## config.mk

```make
export PLATFORM = sky130hd
export DESIGN_NAME = imh_ram
export DESIGN_NICKNAME = d
export VERILOG_FILES = /design/src/hdl/imh_ram.sv
export SDC_FILE = /design/constraint.sdc
export NUM_CORES = 2
export LEC_CHECK = 0
export BUFFER_PORTS_ARGS = -buffer_cell sky130_fd_sc_hd__buf_2
export CORE_MARGIN = 1
export CORE_UTILIZATION = 30
export CTS_CLUSTER_DIAMETER = 200
export DETAILED_ROUTE_END_ITERATION = 8
export GPL_ROUTABILITY_DRIVEN = 0
export SYNTH_ARGS = -nofsm -noshare
export SYNTH_HDL_FRONTEND = slang
export SYNTH_SLANG_ARGS = --single-unit
```

## constraint.sdc

```tcl
create_clock -name clk -period 5.2 [get_ports clk]
set_clock_uncertainty 0.15 [all_clocks]
set_input_delay 0.26 -clock clk [delete_from_list [all_inputs] [get_ports clk]]
set_output_delay 0.26 -clock clk [all_outputs]
set_load 0.005 [all_outputs]
```

## src/hdl/imh_ram.sv

```systemverilog
`timescale 1ns / 1ps
// ----------------------------------------------------------------------------
// imh_ram: generic single-port RAM
// One write or one read per cycle, registered read data.
// ----------------------------------------------------------------------------
module imh_ram #(
  parameter int WIDTH = 8,
  parameter int DEPTH = 256
) (
  input  logic                     clk,
  input  logic                     we,
  input  logic [$clog2(DEPTH)-1:0] addr,
  input  logic [WIDTH-1:0]         wdata,
  output logic [WIDTH-1:0]         rdata
);
  logic [WIDTH-1:0] mem [DEPTH];

  // Registered read; a read of the address being written returns the old data.
  always_ff @(posedge clk) begin
    if (we) mem[addr] <= wdata;
    rdata <= mem[addr];
  end
endmodule

```

==> results.md <==
* Yosys top cell area share at 0.7835
* DR vias/cell at approximately 5.1
* Max Fclk at between 0.2 and 0.3 GHz
* Initial core utilization at 0.3020
* Synth Warn # at 0
* Remaining DRCs at 0
* First-pass GRT wire length at 276.6 mm
* GR peak layer: met2
* Cell area after layout at roughly 0.09 mm²
* Worst R2R End: rdata[2]
* Routed Antenna Nets at 0
* Core area at around 0.26 mm²
* Setup TNS at 0 ns
* Seq/Total Area, Yosys at 0.7855
* HP Start: we
* Top-count cell post-synth: edfxtp_1
* DP Worst Slack at approximately 0.79 ns
* Measured slew at the worst slew-check pin at about 1.3 ns
* Switching Fraction at 0.2126
* Clock buffer depth at 3
* HPWL Detailed at roughly 110 mm
* CP endpoint kind: register
* List of most frequent post-synthesis cells: edfxtp_1 (2,048), mux4_2 (512), a22oi_1 (256), nor2_1 (232), clkbuf_1 (145)
* Maxcap violations at 0
* Unrepaired setup endpoints after global routing: false
* Fin. Hold Viols at 0
* Clock Latency Late Sink at about 0.85 ns
* Total wire length at about 190 mm
* CTS tree: yes
* Row Count at 187
* H-tree depth at 4
* Dpl cell area at around 0.083 mm²
* Relative slew slack at 0.1261
* PortBufs at 25
* Via count at ~37,000
* Crit start category: input port
* Minimum clock period after layout at about 3.5 ns
* Post-synth ARST share at 0
* Met2 GRT Util at 0.2323
* Syn_area_per_cell at about 22 µm²
* Synth top area cells: edfxtp_1 (78%), mux4_2 (15%), a22oi_1 (2.4%)
* Crit Path Category: input port to register
* Final Cycle Share at 0.6737
* Die span in x at 513.5 µm
* Die area at ~0.26 mm²
* Layout cells sized above 1 at 0.2549
* Hold WS at 0.1067 ns
* Critical Path AT at 4.01 ns
* Max Slew Vio Count at 0
* Worst IR drop on VDD at between 0.2 and 0.3 mV
* Number of global-route vias before repair at between 30,000 and 40,000
* Synthesized area at roughly 0.078 mm²
* Distinct cells, synth at 22
* Crit-path cells: buf_8 -> buf_12 -> mux4_2 -> a22oi_1 -> a21oi_1 -> o41ai_1 -> nand4_1
* Worst Hold Path EP: mem[134][5]
* Mapped Nets at around 3,600
* DR WL/cell at between 20 and 30 µm
* Reg-to-reg slack, setup at about 2.3 ns
* Power density over cell area at ~380 mW/mm²
* Sequential Power Share at 0.536
* Leak Pwr at ~27 nW
* Syn Inst Count at between 3,000 and 4,000
* Met3 Resource Use GR at 0.02919
* Critical Path RT at 5.71 ns
* Filler cells at approximately 24,000
* First-pass DRT Iterations at 5
* Total GRT Usage at 0.1437
* Main synth FF type: edfxtp_1
* Hold Crit Class: input port to register
* Layout area overhead at 14.67%
* Clock sinks at 2,056
* Crit path max-delay family: compound AO/OA/AOI/OAI gates
* Slowest Stage Delay on Critical Path at about 0.99 ns
* Post-synth top area cell: edfxtp_1
* Initial antenna violation count at 9
* FF-to-FF Start: mem[8][2]
* #FFs+latches synth at about 2,000
* CTS buffer count at 196
* Crit-path max FO at 96
* Clock-pin slew on the worst setup and hold paths at roughly 0.070 ns
* Largest net degree at the start of global routing at about 180
* Worst Reg-to-Reg Cells at 6
* CP bufs+invs at 2
* Hold depth at 3
* Clock share of power at 0.420
* Grt met1 use at 0.1986
* Combinational share of power at 0.044
* Slowest cell on the critical path: o41ai_1
* Status: finished, final reports clean
* Final net count at 3,724
* Congestion Overflow GR at 0
* Int Pwr at 26.87 mW
* Sw power at roughly 7.3 mW
* Io pins at 26
* Clock Root Buffer: clkbuf_16
* Post-synth EDFFs at between 2,000 and 2,500
* Final setup margin at approximately 1.7 ns
* Final setup vio count at 0
* Initial drt markers at 4,117
* Die height at approximately 510 µm
layer usage:
metal / vias to the layer above / share of wire / routed length, µm
li1: 15430 / - / -
met1: 20160 / 0.42 / 80100
met3: 252 / 0.076 / 14510
met5: - / 0 / 0
met2: 1490 / 0.49 / 93140
met4: 0 / 0.021 / 3954
worst max path at each step:
| stage | from | endpoint | depth (start not counted) |
|---|---|---|---|
| finish | addr[0] | rdata[6] | 7 |
| global route | addr[0] | rdata[7] | 8 |
| CTS | addr[0] | rdata[7] | 7 |
| detailed placement | addr[0] | rdata[7] | 7 |
| global placement | addr[0] | rdata[6] | 7 |
| floorplan | addr[1] | mem[111][0] | 9 |
kinds of logic after synthesis:
group | synth area share
AO/OA/AOI/OAI | 0.03622
flip-flops | 0.7855
AND/OR/NAND/NOR | 0.01733
buffers and inverters | 0.01401
multiplexers | 0.1469
sequential cells by signal (all words and copies together), names as in the netlist:
name	flops
mem	2048
rdata	8
through the flow:
step	instances	power, mW	utilization
finish	7373	34.13	0.3462
global route	7373	35.04	0.3462
CTS	7372	34.36	0.3462
detailed placement	6994	20.17	0.3210
global placement	6994	20.15	0.3210
floorplan	3547	19.44	-
power by group through the flow:
stage / sequential [mW] / clock (mW) / combinational, mW
2_1_floorplan: 18.6 / 0 / 0.812
5_1_grt: 18.3 / 15.2 / 1.59
3_3_place_gp: 18.7 / 0 / 1.50
4_1_cts: 18.3 / 14.5 / 1.53
3_5_place_dp: 18.7 / 0 / 1.52
6_report: 18.3 / 14.3 / 1.50
placed cells by master (no fill, tap or decap), types with 10 or more instances in the layout:
cell,n
a21oi_1,128
a22oi_1,256
buf_12,19
buf_2,15
buf_4,139
buf_8,10
bufinv_16,18
clkbuf_1,47
clkbuf_16,198
clkbuf_8,10
clkinv_1,37
clkinv_2,36
dlygate4sd3_1,10
edfxtp_1,2048
mux4_2,512
nand2_1,28
nand3_1,13
nor2_1,231
nor3_1,30
o41ai_1,32
worst reg2reg max path, cell delays in order (launching register included):
cell	delay, ns
edfxtp_1	0.37
mux4_2	0.48
a22oi_1	0.33
a21oi_1	0.25
o41ai_1	0.81
buf_4	0.28
nand4_1	0.09
what timing repair did:
action | CTS | global route
hold buffers | 10 | 0
gates resized for setup | 0 | 0
setup buffers | 0 | 0
hold endpoints to repair | 815 | 0
area by class of cell:
type,count,area [µm²],area share
sequential,2056,61660,0.6851
multi-input combinational,1258,15770,0.1752
clock buffer,255,5269,0.05854
tap,3496,4374,0.04860
timing repair buffer,193,1749,0.01943
clock inverter,113,1180,0.01311
inverter,1,3.754,0.00004170
antenna,1,2.502,0.00002780
(Power assumes the default switching activity.)
